===== src/rtl/reca_pkg.sv =====
// Shared constants and types of the ring cellular automaton.
package reca_pkg;

  // Number of cells in the ring by default, and the width of the row fields.
  localparam int CELLS_DEFAULT = 8;
  localparam int CHANNELS      = 8;

  // Live count field.
  localparam int LIVE_W   = 4;
  localparam int LIVE_MAX = 15;

  // Two-bit signed codes for direction and level sign.
  localparam logic signed [1:0] SIGN_ZERO = 2'sb00;
  localparam logic signed [1:0] SIGN_POS  = 2'sb01;
  localparam logic signed [1:0] SIGN_NEG  = 2'sb11;

  // Control common to every cell of the ring for one beat.
  typedef struct packed {
    logic       step;
    logic [7:0] rule;
  } cell_ctrl_t;

endpackage


===== src/rtl/reca_if.sv =====
// Handshake interfaces for the tick and result channels.
interface reca_tick_if import reca_pkg::*; ();
  logic                    valid;
  logic                    ready;
  logic                    step_pulse;
  logic [7:0]              rule;
  logic                    scan_plugged;
  logic signed [1:0]       scan_level_sign;
  logic                    scan_flip_pulse;
  logic [CHANNELS-1:0]     toggle_next;
  logic [CHANNELS-1:0]     toggle_shown;

  modport source (
    output valid, step_pulse, rule, scan_plugged, scan_level_sign,
           scan_flip_pulse, toggle_next, toggle_shown,
    input  ready
  );
  modport sink (
    input  valid, step_pulse, rule, scan_plugged, scan_level_sign,
           scan_flip_pulse, toggle_next, toggle_shown,
    output ready
  );
endinterface

interface reca_result_if import reca_pkg::*; ();
  logic                valid;
  logic                ready;
  logic [CHANNELS-1:0] shown_cells;
  logic [CHANNELS-1:0] next_cells;
  logic [LIVE_W-1:0]   live_count;
  logic [CHANNELS-1:0] row_number;
  logic                scan_backward;

  modport source (
    output valid, shown_cells, next_cells, live_count, row_number, scan_backward,
    input  ready
  );
  modport sink (
    input  valid, shown_cells, next_cells, live_count, row_number, scan_backward,
    output ready
  );
endinterface


===== src/rtl/reca_cell.sv =====
// One cell of the ring: holds its next and shown bits and applies the rule.
module reca_cell import reca_pkg::*; (
  input  logic       clk,
  input  logic       rst,
  input  logic       en,
  input  cell_ctrl_t ctrl,
  input  logic       left,
  input  logic       right,
  input  logic       tog_next,
  input  logic       tog_shown,
  output logic       next_cell,
  output logic       next_cell_next,
  output logic       shown_cell_next
);

  logic       shown_cell;
  logic [2:0] nbhd;
  logic       gen;

  // The neighbourhood of left, self and right picks one bit of the rule.
  assign nbhd = {left, next_cell, right};
  assign gen  = ctrl.rule[nbhd];

  // A step moves the next bit into the shown bit; toggles act afterwards.
  assign shown_cell_next = (ctrl.step ? next_cell : shown_cell) ^ tog_shown;
  assign next_cell_next  = (ctrl.step ? gen : next_cell) ^ tog_next;

  always_ff @(posedge clk) begin
    if (rst) begin
      next_cell  <= 1'b0;
      shown_cell <= 1'b0;
    end else if (en) begin
      next_cell  <= next_cell_next;
      shown_cell <= shown_cell_next;
    end
  end

endmodule


===== src/rtl/reca_dir.sv =====
// Scan direction tracker: follows the level sign and flip pulses.
module reca_dir import reca_pkg::*; (
  input  logic              clk,
  input  logic              rst,
  input  logic              en,
  input  logic              plugged,
  input  logic signed [1:0] level_raw,
  input  logic              flip,
  output logic              backward_next
);

  logic signed [1:0] direction;
  logic signed [1:0] direction_next;
  logic signed [1:0] last_level;
  logic signed [1:0] last_level_next;
  logic signed [1:0] level;
  logic signed [1:0] chosen;
  logic signed [1:0] settled;

  // Both negative patterns count as minus one.
  always_comb begin
    unique case (level_raw)
      SIGN_ZERO: level = SIGN_ZERO;
      SIGN_POS:  level = SIGN_POS;
      default:   level = SIGN_NEG;
    endcase
  end

  // A change of the chosen sign overrides the direction; a flip negates it.
  always_comb begin
    chosen = plugged ? level : direction;
    if (chosen != last_level) begin
      settled         = chosen;
      last_level_next = chosen;
    end else begin
      settled         = direction;
      last_level_next = last_level;
    end
    direction_next = flip ? -settled : settled;
  end

  assign backward_next = direction_next[1];

  always_ff @(posedge clk) begin
    if (rst) begin
      direction  <= SIGN_POS;
      last_level <= SIGN_ZERO;
    end else if (en) begin
      direction  <= direction_next;
      last_level <= last_level_next;
    end
  end

endmodule


===== src/rtl/ring_elementary_cellular_automaton_core.sv =====
// Top level of the ring elementary cellular automaton.
// The block takes one tick beat per clock while tick ready is high and returns exactly
// one result beat for each, in order. Every tick advances a ring of CELLS cells; each
// cell updates its own state from its two neighbours in the same cycle, and the result
// is registered into the output stage on acceptance. A two-entry output stage
// (output register plus skid register) lets ticks keep flowing while a result waits;
// tick ready drops only when both entries hold results that have not been taken.
// Cells beyond the eighth receive no toggles and are cut from the row fields, while the
// live count covers the whole ring and saturates at fifteen. No clearing pass follows
// reset; the block is ready on the first cycle after reset is released.
module ring_elementary_cellular_automaton_core import reca_pkg::*; #(
  parameter int CELLS = CELLS_DEFAULT
) (
  input  logic          clk,
  input  logic          rst,
  reca_tick_if.sink     tick,
  reca_result_if.source result
);

  localparam int CNT_W = $clog2(CELLS + 1);
  localparam int EXT_W = (CNT_W > LIVE_W) ? CNT_W : LIVE_W;
  localparam int PAD_W = (CELLS > CHANNELS) ? CELLS : CHANNELS;

  typedef struct packed {
    logic [CHANNELS-1:0] shown_cells;
    logic [CHANNELS-1:0] next_cells;
    logic [LIVE_W-1:0]   live_count;
    logic [CHANNELS-1:0] row_number;
    logic                scan_backward;
  } result_t;

  logic             accept;
  logic             fire;
  cell_ctrl_t       ctrl;
  logic [CELLS-1:0] next_row;
  logic [CELLS-1:0] next_row_next;
  logic [CELLS-1:0] shown_row_next;
  logic [CELLS-1:0] shown_rev;
  logic [CELLS-1:0] number;
  logic [EXT_W-1:0] cnt;
  logic [PAD_W-1:0] shown_pad;
  logic [PAD_W-1:0] next_pad;
  logic [PAD_W-1:0] number_pad;
  logic             backward_next;
  result_t          res_new;
  result_t          out_data;
  result_t          skid_data;
  logic             out_valid;
  logic             skid_valid;

  // Handshake: accept while the skid register is free.
  assign tick.ready = !skid_valid;
  assign accept     = tick.valid && tick.ready;
  assign fire       = out_valid && result.ready;

  assign ctrl.step = tick.step_pulse;
  assign ctrl.rule = tick.rule;

  // The ring of cells, each wired to its left and right neighbour.
  for (genvar i = 0; i < CELLS; i++) begin : g_cell
    localparam int LEFT  = (i + CELLS - 1) % CELLS;
    localparam int RIGHT = (i + 1) % CELLS;
    logic tog_n;
    logic tog_s;

    if (i < CHANNELS) begin : g_tog
      assign tog_n = tick.toggle_next[i];
      assign tog_s = tick.toggle_shown[i];
    end else begin : g_no_tog
      assign tog_n = 1'b0;
      assign tog_s = 1'b0;
    end

    reca_cell u_cell (
      .clk             (clk),
      .rst             (rst),
      .en              (accept),
      .ctrl            (ctrl),
      .left            (next_row[LEFT]),
      .right           (next_row[RIGHT]),
      .tog_next        (tog_n),
      .tog_shown       (tog_s),
      .next_cell       (next_row[i]),
      .next_cell_next  (next_row_next[i]),
      .shown_cell_next (shown_row_next[i])
    );

    assign shown_rev[i] = shown_row_next[CELLS-1-i];
  end

  reca_dir u_dir (
    .clk           (clk),
    .rst           (rst),
    .en            (accept),
    .plugged       (tick.scan_plugged),
    .level_raw     (tick.scan_level_sign),
    .flip          (tick.scan_flip_pulse),
    .backward_next (backward_next)
  );

  // Result of the tick being accepted, taken from the updated rows.
  assign cnt        = EXT_W'($countones(shown_row_next));
  assign number     = backward_next ? shown_rev : shown_row_next;
  assign shown_pad  = PAD_W'(shown_row_next);
  assign next_pad   = PAD_W'(next_row_next);
  assign number_pad = PAD_W'(number);

  always_comb begin
    res_new.shown_cells   = shown_pad[CHANNELS-1:0];
    res_new.next_cells    = next_pad[CHANNELS-1:0];
    res_new.row_number    = number_pad[CHANNELS-1:0];
    res_new.scan_backward = backward_next;
    if (cnt > EXT_W'(LIVE_MAX)) begin
      res_new.live_count = LIVE_W'(LIVE_MAX);
    end else begin
      res_new.live_count = LIVE_W'(cnt);
    end
  end

  // Output register with a skid register behind it.
  always_ff @(posedge clk) begin
    if (rst) begin
      out_valid  <= 1'b0;
      skid_valid <= 1'b0;
    end else if (fire) begin
      if (skid_valid) begin
        out_data   <= skid_data;
        skid_valid <= 1'b0;
      end else if (accept) begin
        out_data <= res_new;
      end else begin
        out_valid <= 1'b0;
      end
    end else if (accept) begin
      if (!out_valid) begin
        out_data  <= res_new;
        out_valid <= 1'b1;
      end else begin
        skid_data  <= res_new;
        skid_valid <= 1'b1;
      end
    end
  end

  assign result.valid         = out_valid;
  assign result.shown_cells   = out_data.shown_cells;
  assign result.next_cells    = out_data.next_cells;
  assign result.live_count    = out_data.live_count;
  assign result.row_number    = out_data.row_number;
  assign result.scan_backward = out_data.scan_backward;

endmodule


===== src/flat_wrapper.sv =====
// flat-port wrapper written by rule: the top's interface ports become plain ports
module ring_elementary_cellular_automaton_core_flat import reca_pkg::*;
#(
  parameter int CELLS = CELLS_DEFAULT
)
  (clk, rst, tick_valid, tick_step_pulse, tick_rule, tick_scan_plugged, tick_scan_level_sign, tick_scan_flip_pulse, tick_toggle_next, tick_toggle_shown, tick_ready, result_valid, result_shown_cells, result_next_cells, result_live_count, result_row_number, result_scan_backward, result_ready);
  reca_tick_if tick_i ();
  reca_result_if result_i ();
  input  logic clk;
  input  logic rst;
  input wire logic [$bits(tick_i.valid)-1:0] tick_valid;
  input wire logic [$bits(tick_i.step_pulse)-1:0] tick_step_pulse;
  input wire logic [$bits(tick_i.rule)-1:0] tick_rule;
  input wire logic [$bits(tick_i.scan_plugged)-1:0] tick_scan_plugged;
  input wire logic [$bits(tick_i.scan_level_sign)-1:0] tick_scan_level_sign;
  input wire logic [$bits(tick_i.scan_flip_pulse)-1:0] tick_scan_flip_pulse;
  input wire logic [$bits(tick_i.toggle_next)-1:0] tick_toggle_next;
  input wire logic [$bits(tick_i.toggle_shown)-1:0] tick_toggle_shown;
  output wire logic [$bits(tick_i.ready)-1:0] tick_ready;
  output wire logic [$bits(result_i.valid)-1:0] result_valid;
  output wire logic [$bits(result_i.shown_cells)-1:0] result_shown_cells;
  output wire logic [$bits(result_i.next_cells)-1:0] result_next_cells;
  output wire logic [$bits(result_i.live_count)-1:0] result_live_count;
  output wire logic [$bits(result_i.row_number)-1:0] result_row_number;
  output wire logic [$bits(result_i.scan_backward)-1:0] result_scan_backward;
  input wire logic [$bits(result_i.ready)-1:0] result_ready;
  assign tick_i.valid = tick_valid;
  assign tick_i.step_pulse = tick_step_pulse;
  assign tick_i.rule = tick_rule;
  assign tick_i.scan_plugged = tick_scan_plugged;
  assign tick_i.scan_level_sign = tick_scan_level_sign;
  assign tick_i.scan_flip_pulse = tick_scan_flip_pulse;
  assign tick_i.toggle_next = tick_toggle_next;
  assign tick_i.toggle_shown = tick_toggle_shown;
  assign tick_ready = tick_i.ready;
  assign result_valid = result_i.valid;
  assign result_shown_cells = result_i.shown_cells;
  assign result_next_cells = result_i.next_cells;
  assign result_live_count = result_i.live_count;
  assign result_row_number = result_i.row_number;
  assign result_scan_backward = result_i.scan_backward;
  assign result_i.ready = result_ready;
  ring_elementary_cellular_automaton_core #(.CELLS(CELLS)) u_core (.clk(clk), .rst(rst), .tick(tick_i), .result(result_i));
endmodule

===== config.mk =====
export PLATFORM = sky130hd
export DESIGN_NAME = ring_elementary_cellular_automaton_core_flat
export DESIGN_NICKNAME = d
export VERILOG_FILES = /design/src/rtl/reca_pkg.sv /design/src/rtl/reca_if.sv /design/src/rtl/reca_cell.sv /design/src/rtl/reca_dir.sv /design/src/rtl/ring_elementary_cellular_automaton_core.sv /design/src/flat_wrapper.sv
export SDC_FILE = /design/constraint.sdc
export NUM_CORES = 1
export LEC_CHECK = 0
export ABC_AREA = 1
export BUFFER_PORTS_ARGS = -buffer_cell sky130_fd_sc_hd__buf_2
export CELL_PAD_IN_SITES_DETAIL_PLACEMENT = 1
export CELL_PAD_IN_SITES_GLOBAL_PLACEMENT = 2
export CORE_ASPECT_RATIO = 1.25
export CORE_UTILIZATION = 30
export CTS_CLUSTER_DIAMETER = 40
export CTS_CLUSTER_SIZE = 14
export DETAILED_ROUTE_END_ITERATION = 8
export GPL_TIMING_DRIVEN = 0
export PLACE_DENSITY_LB_ADDON = 0.1
export SETUP_SLACK_MARGIN = 0.15
export SLEW_MARGIN = 30
export SYNTH_ARGS = -nofsm -noshare
export SYNTH_HDL_FRONTEND = slang
export SYNTH_SLANG_ARGS = --single-unit

===== constraint.sdc =====
create_clock -name clk -period 4.9 [get_ports clk]
set_clock_uncertainty 0.2 [all_clocks]
set_input_delay 0.49 -clock clk [delete_from_list [all_inputs] [get_ports clk]]
set_output_delay 0.49 -clock clk [all_outputs]
set_load 0.005 [all_outputs]

==> summary.txt, run 1 <==
Setup path
  – Worst R2R Start: u_core.g_cell[5].u_cell.next_cell
  – Worst r2r dst: u_core.result.live_count[2]
  – Reg2reg setup slack: between 0.9 and 1 ns
  – Slowest stage delay, CP: 0.50 ns
  – Critical Path End Type: flop
  – CP delay by family, top: adder cells
  – Buf/Inv on CP: 3
  – R2R depth: 13
  – CP Launch Type: flop
  – Crit path required time: around 4.8 ns
  – Worst path cell trace: clkbuf_1 -> nand2_1 -> o21ai_0 -> xor2_1 -> ha_1 -> inv_1 -> fa_1 -> inv_1 -> fa_1 -> ha_1 -> fa_1 -> nand2_1 -> nand2_1
  – Data arrival time of the worst path: 3.82 ns
  – Crit path max-delay cell type: fa_1
  – CP Max Fanout: 8
  – Setup CP Type: reg -> reg

Floorplanning
  – Die W: 109.1 um
  – Core area: ~0.014 mm2
  – Rows: 48
  – Initial core utilization: between 30% and 40%
  – # IOs: 64
  – Die Area: roughly 0.015 mm2
  – Die Ht: 135.9 um

Detailed routing
  – Mean routed wirelength per cell: 16.11 um
  – Vias/cell: about 4.7
  – First-pass iteration count of the detailed router: 4
  – Drt drc: 0
  – Via count: about 3.6k
  – Drt total wl: between 10000 and 15000 um
  – DRT iter0 DRCs: around 110
  – Number of antenna-violating nets in the routed design: 0

Clock network
  – CTS Buffer Depth: 2
  – H-tree lvl count: 3
  – Hold buffers post-CTS: 0
  – Clk sinks: 80
  – Clock root cell: clkbuf_16
  – Clock latency on the worst-skew pair: about 0.33 ns
  – Resized Gates After CTS: 0
  – Setup repair bufs after CTS: 0
  – Clock-pin slew on the worst setup and hold paths: around 0.06 ns
  – Clock buffer count from CTS: 9
  – CTS tree: built

Power and ir drop
  – Pwr dens: about 400 mW/mm2
  – Static leakage: around 2.3 nW
  – Peak supply drop: around 0.00019 V

Placed design
  – Placed Cells: about 740
  – Post-DP HPWL: roughly 9500 um
  – Port bufs: slightly above 60
  – GPL Wtd Cong: just under 0.8

STA
  – Final TNS setup: 0 ns
  – Hold Fails Final Rpt: 0
  – Rel. slew slack: 57.13%
  – Post-layout min period: approximately 3.9 ns
  – Tcrit/Tclk final: 80.13%
  – Slew @ Worst Pin: 0.6430 ns
  – Endpoints failing setup: 0
  – RSZ-0062 raised after global routing: false
  – Fmax: roughly 250 MHz
  – Final Slew Violations: 0
  – Hold slack: ~0.22 ns

Finish
  – Area delta synth->final: 20.09%
  – Layout cells sized above 1: between 15 and 20%
  – ANT cells: 0
  – Nets: between 600 and 700
  – Layout Cells excl Fill: 756

Yosys
  – Synth Net Count: roughly 550
  – Cell Area, Synth: about 0.0043 mm2
  – Synth unique cells: 30
  – Primary FF master, synth: edfxtp_1
  – Post-Syn Area per Cell: 8.591 um2
  – Post-synth EDFFs: 58
  – Cells after Synth: 501
  – Synthesis Warnings: 0
  – Seq/Total Area, Yosys: 50.70%
  – FFs w/ async S/R, synth: 0%
  – FF+latch count, synth: 80

Global route
  – First-pass GRT wire length: between 15000 and 20000 um
  – Largest net degree at the start of global routing: 18
  – Initial antenna violation count: 0
  – Congestion Overflow GR: 0
  – Vias in the first global route: 3754
  – GRT Total Usage: approximately 18%

Hold path
  – Hold Path Cell Cnt: 2
  – Hold EP: u_core.result.valid
  – Worst hold path class: in -> reg
  – Hold path start: result_ready

Flow run
  – Max Cap Violations: 0

Outcome
  – Status: completed
[where the power goes]
group	leakage, nW	internal, mW	switching (mW)	total (mW)
sequential	0.713	0.839	0.0224	0.861
combinational	1.44	0.214	0.365	0.579
clock	0.131	0.387	0.264	0.651
total	2.29	1.44	0.651	2.09
[layer usage]
layer	share of wire (%)	wire length (um)	up-vias	global-route usage, %
li1	-	-	1808	-
met1	44	5341	1708	21.06
met2	52	6386	52	32.04
met3	2.5	301	13	2.733
met4	1.3	153	0	4.730
met5	0	0	-	0
[Yosys cell counts, types with 2 or more instances]
| cell type | count | area, um2 |
|---|---|---|
| nand3_1 | 29 | 145.1 |
| dfxtp_1 | 22 | 440.4 |
| ha_1 | 7 | 87.58 |
| o211ai_1 | 11 | 82.58 |
| nand2_2 | 14 | 87.58 |
| edfxtp_1 | 58 | 1742 |
| xor2_1 | 3 | 26.28 |
| and2_1 | 8 | 50.05 |
| o21ai_0 | 60 | 300.3 |
| a31oi_1 | 4 | 25.02 |
| inv_2 | 3 | 11.26 |
| nand2_4 | 2 | 22.52 |
| nand2_1 | 117 | 439.2 |
| a21oi_1 | 33 | 165.2 |
| buf_2 | 7 | 35.03 |
| fa_1 | 4 | 80.08 |
| clkbuf_1 | 11 | 41.29 |
| nor2_1 | 15 | 56.30 |
| inv_1 | 71 | 266.5 |
| xnor2_1 | 9 | 78.83 |
| or2_2 | 4 | 25.02 |
[cells by family after synthesis]
family,synth area share (%)
AOI/OAI and AO/OA,13.87
and+or+nand+nor,20.44
buffers and inverters,8.663
adders and majority gates,3.895
DFF,50.70
xor gates and xnor gates,2.442
[through the flow]
step                instance area [um2]  utilization [%]  setup WS, ns  total power [mW]
CTS                                5169            37.10        0.9593             2.123
detailed placement                 4891            35.10        0.6371             1.466
floorplan                          4304                -         1.163             1.265
global placement                   4828            34.65       -0.1232             1.443
finish                             5169            37.10        0.9736             2.091
global route                       5169            37.10        0.7878             2.225
[final cells by class]
cell class	instances	area [um2]
flip-flops and latches	80	2182
clock buffers	10	229.0
inverters	75	281.5
multi-input cells	327	1762
plain buffers	19	91.34
fillers	1677	8765
clock inverters	5	48.80
repair buffers	65	355.3
well taps	175	219.0
[registers in the layout (all words and copies together), names as in the netlist]
| signal | flops |
|---|---|
| u_core.result.row_number | 8 |
| u_core.skid_valid | 1 |
| u_core.g_cell.u_cell.shown_cell | 8 |
| u_core.result.scan_backward | 1 |
| u_core.result.valid | 1 |
| u_core.result.next_cells | 8 |
| u_core.skid_data | 29 |
| u_core.u_dir.last_level | 2 |
| u_core.result.shown_cells | 8 |
| u_core.u_dir.direction | 2 |
| u_core.result.live_count | 4 |
| u_core.g_cell.u_cell.next_cell | 8 |
[layout by cell type, fill, tap and decap left out, types with 4 or more instances in the layout]
| cell type | n |
|---|---|
| buf_2 | 68 |
| o21ai_0 | 60 |
| clkbuf_16 | 9 |
| dfxtp_1 | 22 |
| nor2_1 | 14 |
| nand2_1 | 117 |
| inv_1 | 71 |
| clkbuf_1 | 12 |
| clkinv_1 | 4 |
| xnor2_1 | 9 |
| nand3_1 | 29 |
| or2_2 | 4 |
| and2_1 | 8 |
| fa_1 | 4 |
| nand2_2 | 14 |
| a21oi_1 | 33 |
| ha_1 | 7 |
| edfxtp_1 | 58 |
| o211ai_1 | 11 |
| a31oi_1 | 4 |
[how the worst max path moves through the flow]
stage / startpoint / to / cells after the start
after floorplan: tick_step_pulse / u_core.result.live_count[2] / 15
after global placement: tick_valid / u_core.result.next_cells[3] / 5
after detailed placement: tick_step_pulse / u_core.result.live_count[2] / 14
after CTS: u_core.g_cell[5].u_cell.next_cell / u_core.result.live_count[2] / 13
after global routing: u_core.g_cell[5].u_cell.next_cell / u_core.result.live_count[2] / 13
final: u_core.g_cell[5].u_cell.next_cell / u_core.result.live_count[2] / 13
No activity file was read; power rests on OpenSTA's default activity.
==> run 2, diff against run 1 <==
clock period = 3.57 ns   (was 4.9 ns; I/O delays follow)
==> run 2 against run 1 <==
Non-clock buffer count increased by 17. Sequential power is 37% higher. Via count grew 2.5%. Combinational power increased by 58%. Count of clock-buffer cells in the layout increased by 1.
==> summary.txt, run 2 (synthesis gave the netlist of run 1 again) <==
Outcome
  – Status: completed

Global route
  – Largest net degree at the start of global routing: 18
  – GRT Total Usage: approximately 18%
  – Initial antenna violation count: 0
  – First-pass GRT wire length: roughly 20000 um
  – Congestion Overflow GR: 0
  – Vias in the first global route: around 3.7k

STA
  – Hold Fails Final Rpt: 0
  – Tcrit/Tclk final: 93.52%
  – Final TNS setup: 0 ns
  – Rel. slew slack: 53.13%
  – Slew @ Worst Pin: about 0.70 ns
  – Hold slack: ~0.083 ns
  – Final Slew Violations: 0
  – RSZ-0062 raised after global routing: false
  – Fmax: approximately 300 MHz
  – Endpoints failing setup: 0
  – Post-layout min period: between 3 and 4 ns

Setup path
  – Setup CP Type: reg -> reg
  – Slowest stage delay, CP: between 0.5 and 0.6 ns
  – Data arrival time of the worst path: 3.23 ns
  – CP Max Fanout: 2
  – Critical Path End Type: flop
  – CP Launch Type: flop
  – Crit path required time: between 3 and 4 ns
  – Crit path max-delay cell type: fa_1
  – CP dominant cell by count: fa_1
  – Worst path cell trace: inv_1 -> o21ai_4 -> xor2_4 -> ha_4 -> inv_2 -> fa_1 -> inv_2 -> fa_1 -> ha_2 -> fa_1 -> buf_4

Finish
  – Filler Cell Count: between 1.5k and 2k
  – Commonest non-fill, non-tap cells in the layout: nand2_1 (112), inv_1 (63), buf_2 (62)
  – Area delta synth->final: 28.72%
  – Largest register FFs: 29
  – Most common cell after layout, fill and taps aside: nand2_1
  – Most flop-heavy register: u_core.skid_data
  – ANT cells: 0
  – Nets: 638
  – Final core utilization: approximately two fifths
  – Area of the multi-input gates: 0.001912 mm2
  – Sequential cell area: about 0.0022 mm2
  – Layout cells sized above 1: between 20 and 30%

Clock network
  – Clock latency on the worst-skew pair: about 0.33 ns
  – CTS Buffer Depth: 2
  – H-tree lvl count: 3
  – Clock root cell: clkbuf_16
  – Clock buffer count from CTS: 9
  – Clock-pin slew on the worst setup and hold paths: roughly 0.060 ns
  – Hold buffers post-CTS: 0
  – Clk sinks: 80
  – CTS tree: built

Power and ir drop
  – Pwr dens: ~550 mW/mm2
  – Static leakage: roughly 2.5 nW
  – Final Total Pwr: approximately 3 mW
  – Peak supply drop: 0.0002409 V

Floorplanning
  – Initial core utilization: 30.89%
  – Rows: 48
  – Die Area: approximately 0.015 mm2
  – Die Ht: around 140 um
  – # IOs: 64
  – Core area: approximately 0.014 mm2
  – Die W: around 110 um

Detailed routing
  – Mean routed wirelength per cell: around 16 um
  – Vias/cell: between 4 and 5
  – Via count: ~3.7k
  – Drt drc: 0
  – First-pass iteration count of the detailed router: 4
  – Number of antenna-violating nets in the routed design: 0
  – DRT iter0 DRCs: between 100 and 150
  – Drt total wl: about 13000 um

Hold path
  – Worst hold path class: in -> reg

Placed design
  – Post-DP HPWL: between 9000 and 10000 um
  – Port bufs: slightly above 60
  – GPL Wtd Cong: between 0.8 and 0.9

Flow run
  – Max Cap Violations: 0
## run 2: power breakdown
part	total, mW	leakage (nW)	internal [mW]	switching, mW
clock network	0.959	0.146	0.606	0.353
registers	1.18	0.715	1.15	0.0322
logic	0.916	1.60	0.378	0.538
## run 2: timing repair
action,in CTS,in global routing
setup buffers,5,13
pin swaps,9,13
endpoints found under the setup margin,5,3
gates resized for setup,21,32
## run 2: metrics by stage
step           cell area, um2  instances  worst slack (ns)
4_1_cts                  5338        761            0.1549
3_3_place_gp             4857        737           -0.2762
6_report                 5540        774            0.2315
2_1_floorplan            4333        501            0.1564
3_5_place_dp             4921        740           -0.3302
5_1_grt                  5540        774            0.1328
## run 2: worst max-delay path, delay by kind of cell, from the launching register on
kind	cells	cell delay (ns)
fa+ha+maj	5	1.87
compound gates	1	0.18
buf+inv	4	0.32
flops	1	0.31
xor+xnor	1	0.22
## run 2: final timing paths
path / to / start / slack [ns] / cells past startpoint
setup / recovery: u_core.skid_data[11] / u_core.g_cell[5].u_cell.shown_cell / 0.23 / 11
hold / removal: u_core.result.valid / result_ready / 0.08 / 2
setup reg to reg: u_core.skid_data[11] / u_core.g_cell[5].u_cell.shown_cell / 0.23 / 11
hold reg to reg: u_core.u_dir.last_level[0] / u_core.u_dir.last_level[0] / 0.31 / 2
## run 2: final cells by class
cell class              instances  share of cell area, %
inverters                      75                  5.081
well taps                     175                  3.952
plain buffers                  19                  2.529
repair buffers                 82                  8.853
clock buffers                  11                  4.201
clock inverters                 5                  1.287
multi-input cells             327                  34.51
flip-flops and latches         80                  39.59
## run 2: layer usage
metal	wire [um]	global-route usage, %
met1	5418	21.31
met2	6705	32.67
met3	279	2.733
met4	165	5.405
met5	0	0
==> run 3, diff against run 2 <==
CORE_UTILIZATION = 31   (was 30)
HOLD_SLACK_MARGIN = 0.15   (was unset)
==> run 3 against run 2 <==
Fmax about the same. Sequential share of layout area down 0.062 points. Power grew 0.43%. Highest routed layer unchanged. Critical path depth up 3. Routed wire length fell by 2.8%. Flip-flop and latch count did not move. Critical path type is now in -> reg. Register-to-register slack hardly changed. Critical endpoint is now u_core.result.live_count[2].
==> summary.txt, run 3 (synthesis gave the netlist of run 1 again) <==
Outcome
  – Status: completed

Floorplanning
  – Die Area: ~0.014 mm2
  – Rows: 47
  – Initial core utilization: between 30% and 40%
  – # IOs: 64
  – Die Ht: about 130 um
  – Core area: 0.01341 mm2
  – Die W: 107.4 um

Hold path
  – Worst hold path class: in -> reg

Global route
  – Largest net degree at the start of global routing: 20
  – GRT Total Usage: between 10% and 20%
  – First-pass GRT wire length: about 19000 um
  – Congestion Overflow GR: 0
  – Vias in the first global route: approximately 3.7k
  – Initial antenna violation count: 0

Power and ir drop
  – Pwr dens: approximately 550 mW/mm2
  – Static leakage: approximately 2.5 nW
  – Peak supply drop: 0.0002386 V
  – Final Total Pwr: approximately 3.1 mW

Finish
  – Area delta synth->final: 28.92%
  – ANT cells: 0
  – Most flop-heavy register: u_core.skid_data
  – Nets: between 600 and 700
  – Layout Cells excl Fill: 771
  – Filler Cell Count: 1602
  – Largest register FFs: 29
  – Commonest non-fill, non-tap cells in the layout: nand2_1 (112), inv_1 (62), buf_2 (62)
  – Most common cell after layout, fill and taps aside: nand2_1
  – Layout cells sized above 1: between 20% and 30%

STA
  – Post-layout min period: between 3 and 4 ns
  – Slew @ Worst Pin: approximately 0.64 ns
  – Fmax: about 300 MHz
  – Rel. slew slack: between 50% and 60%
  – RSZ-0062 raised after global routing: true
  – Tcrit/Tclk final: 93.53%
  – Hold Fails Final Rpt: 0
  – Endpoints failing setup: 0
  – Final Slew Violations: 0

Placed design
  – Port bufs: between 60 and 70
  – GPL Wtd Cong: roughly 0.81
  – Placed Cells: between 700 and 800
  – Post-DP HPWL: ~9300 um

Clock network
  – Clock latency on the worst-skew pair: 0.34 ns
  – CTS tree: built
  – H-tree lvl count: 3
  – Clock root cell: clkbuf_16
  – Clock buffer count from CTS: 9
  – CTS Buffer Depth: 2
  – Clk sinks: 80
  – Clock-pin slew on the worst setup and hold paths: ~0.060 ns

Setup path
  – Reg2reg setup slack: approximately 0.24 ns
  – CP Max Fanout: 10
  – Data arrival time of the worst path: 3.23 ns
  – Critical Path End Type: flop
  – CP Launch Type: primary input
  – Setup CP Type: in -> reg
  – Crit path required time: about 3.5 ns

Detailed routing
  – Number of antenna-violating nets in the routed design: 0
  – Drt total wl: approximately 12000 um
  – Vias/cell: 4.746
  – Via count: 3659
  – First-pass iteration count of the detailed router: 4
  – Drt drc: 0
  – DRT iter0 DRCs: 124
  – Mean routed wirelength per cell: between 15 and 20 um

Flow run
  – Max Cap Violations: 0
## run 3: changes by cell type in the layout (fill, tap and decap cells not counted)
| cell | previous run | this run |
|---|---|---|
| inv_2 | 11 | 12 |
| xor2_4 | 1 | 0 |
| dlygate4sd3_1 | 0 | 1 |
| xor2_2 | 1 | 2 |
| clkinv_1 | 4 | 2 |
| ha_4 | 1 | 0 |
| ha_2 | 3 | 4 |
| nand2_2 | 16 | 15 |
| clkbuf_8 | 0 | 2 |
| inv_1 | 63 | 62 |
| nand2_4 | 5 | 6 |
## run 3: layer usage
layer	part of all wire, %	GRT usage [%]
met2	53	33.12
met4	1.4	5.708
met1	43	21.29
met3	2.7	3.229
met5	0	0
## run 3: through the flow
stage               setup TNS (ns)  util, %  area (um2)  hold WS [ns]  setup WS, ns
floorplan                        0        -        4333        0.2632        0.1564
global placement            -5.304    36.19        4852        0.2927       -0.2579
detailed placement         -0.8416    36.66        4916        0.3103       -0.3128
CTS                              0    40.05        5370        0.1544        0.1530
global route                     0    41.39        5549        0.1640       0.09331
finish                           0    41.39        5549        0.1692        0.2309
## run 3: final timing paths
kind | start | to | depth (start not counted)
worst max-delay path | tick_step_pulse | u_core.result.live_count[2] | 14
worst min-delay path | tick_toggle_next[3] | u_core.skid_data[16] | 3
worst max register to register | u_core.g_cell[5].u_cell.next_cell | u_core.result.live_count[2] | 13
worst min register to register | u_core.skid_data[11] | u_core.result.live_count[2] | 2
## run 3: what timing repair did
action                                 4_1_cts  5_1_grt
setup endpoints to repair                    5        3
hold buffers                                 1        0
pin swaps                                   10       12
setup buffers                                6       12
gates resized for setup                     21       32
endpoints found under the hold margin        1        0
gates cloned                                 0        0
## run 3: where the power goes
| group | total [mW] | leakage [nW] | switching (mW) | internal (mW) |
|---|---|---|---|---|
| Combinational | 0.888 | 1.60 | 0.529 | 0.359 |
| Sequential | 1.18 | 0.715 | 0.0280 | 1.15 |
| Clock | 1.00 | 0.157 | 0.355 | 0.649 |
## run 3: worst max-delay path: stages
cell	delay, ns
buf_6	0.14
buf_6	0.16
o21ai_2	0.21
xnor2_2	0.13
inv_2	0.09
ha_2	0.18
inv_2	0.04
fa_1	0.56
inv_2	0.05
fa_1	0.48
ha_2	0.19
fa_1	0.49
nand2_1	0.08
nand2_1	0.06
## run 3: layout make-up
type	count	area (um2)	share of cell area (%)
Inverter	75	281.5	5.073
Clock inverter	3	63.81	1.150
Tap cell	171	214.0	3.856
Clock buffer	13	260.3	4.690
Timing Repair Buffer	83	500.5	9.019
Multi-Input combinational cell	327	1896	34.16
Sequential cell	80	2193	39.53
Buffer	19	140.1	2.525
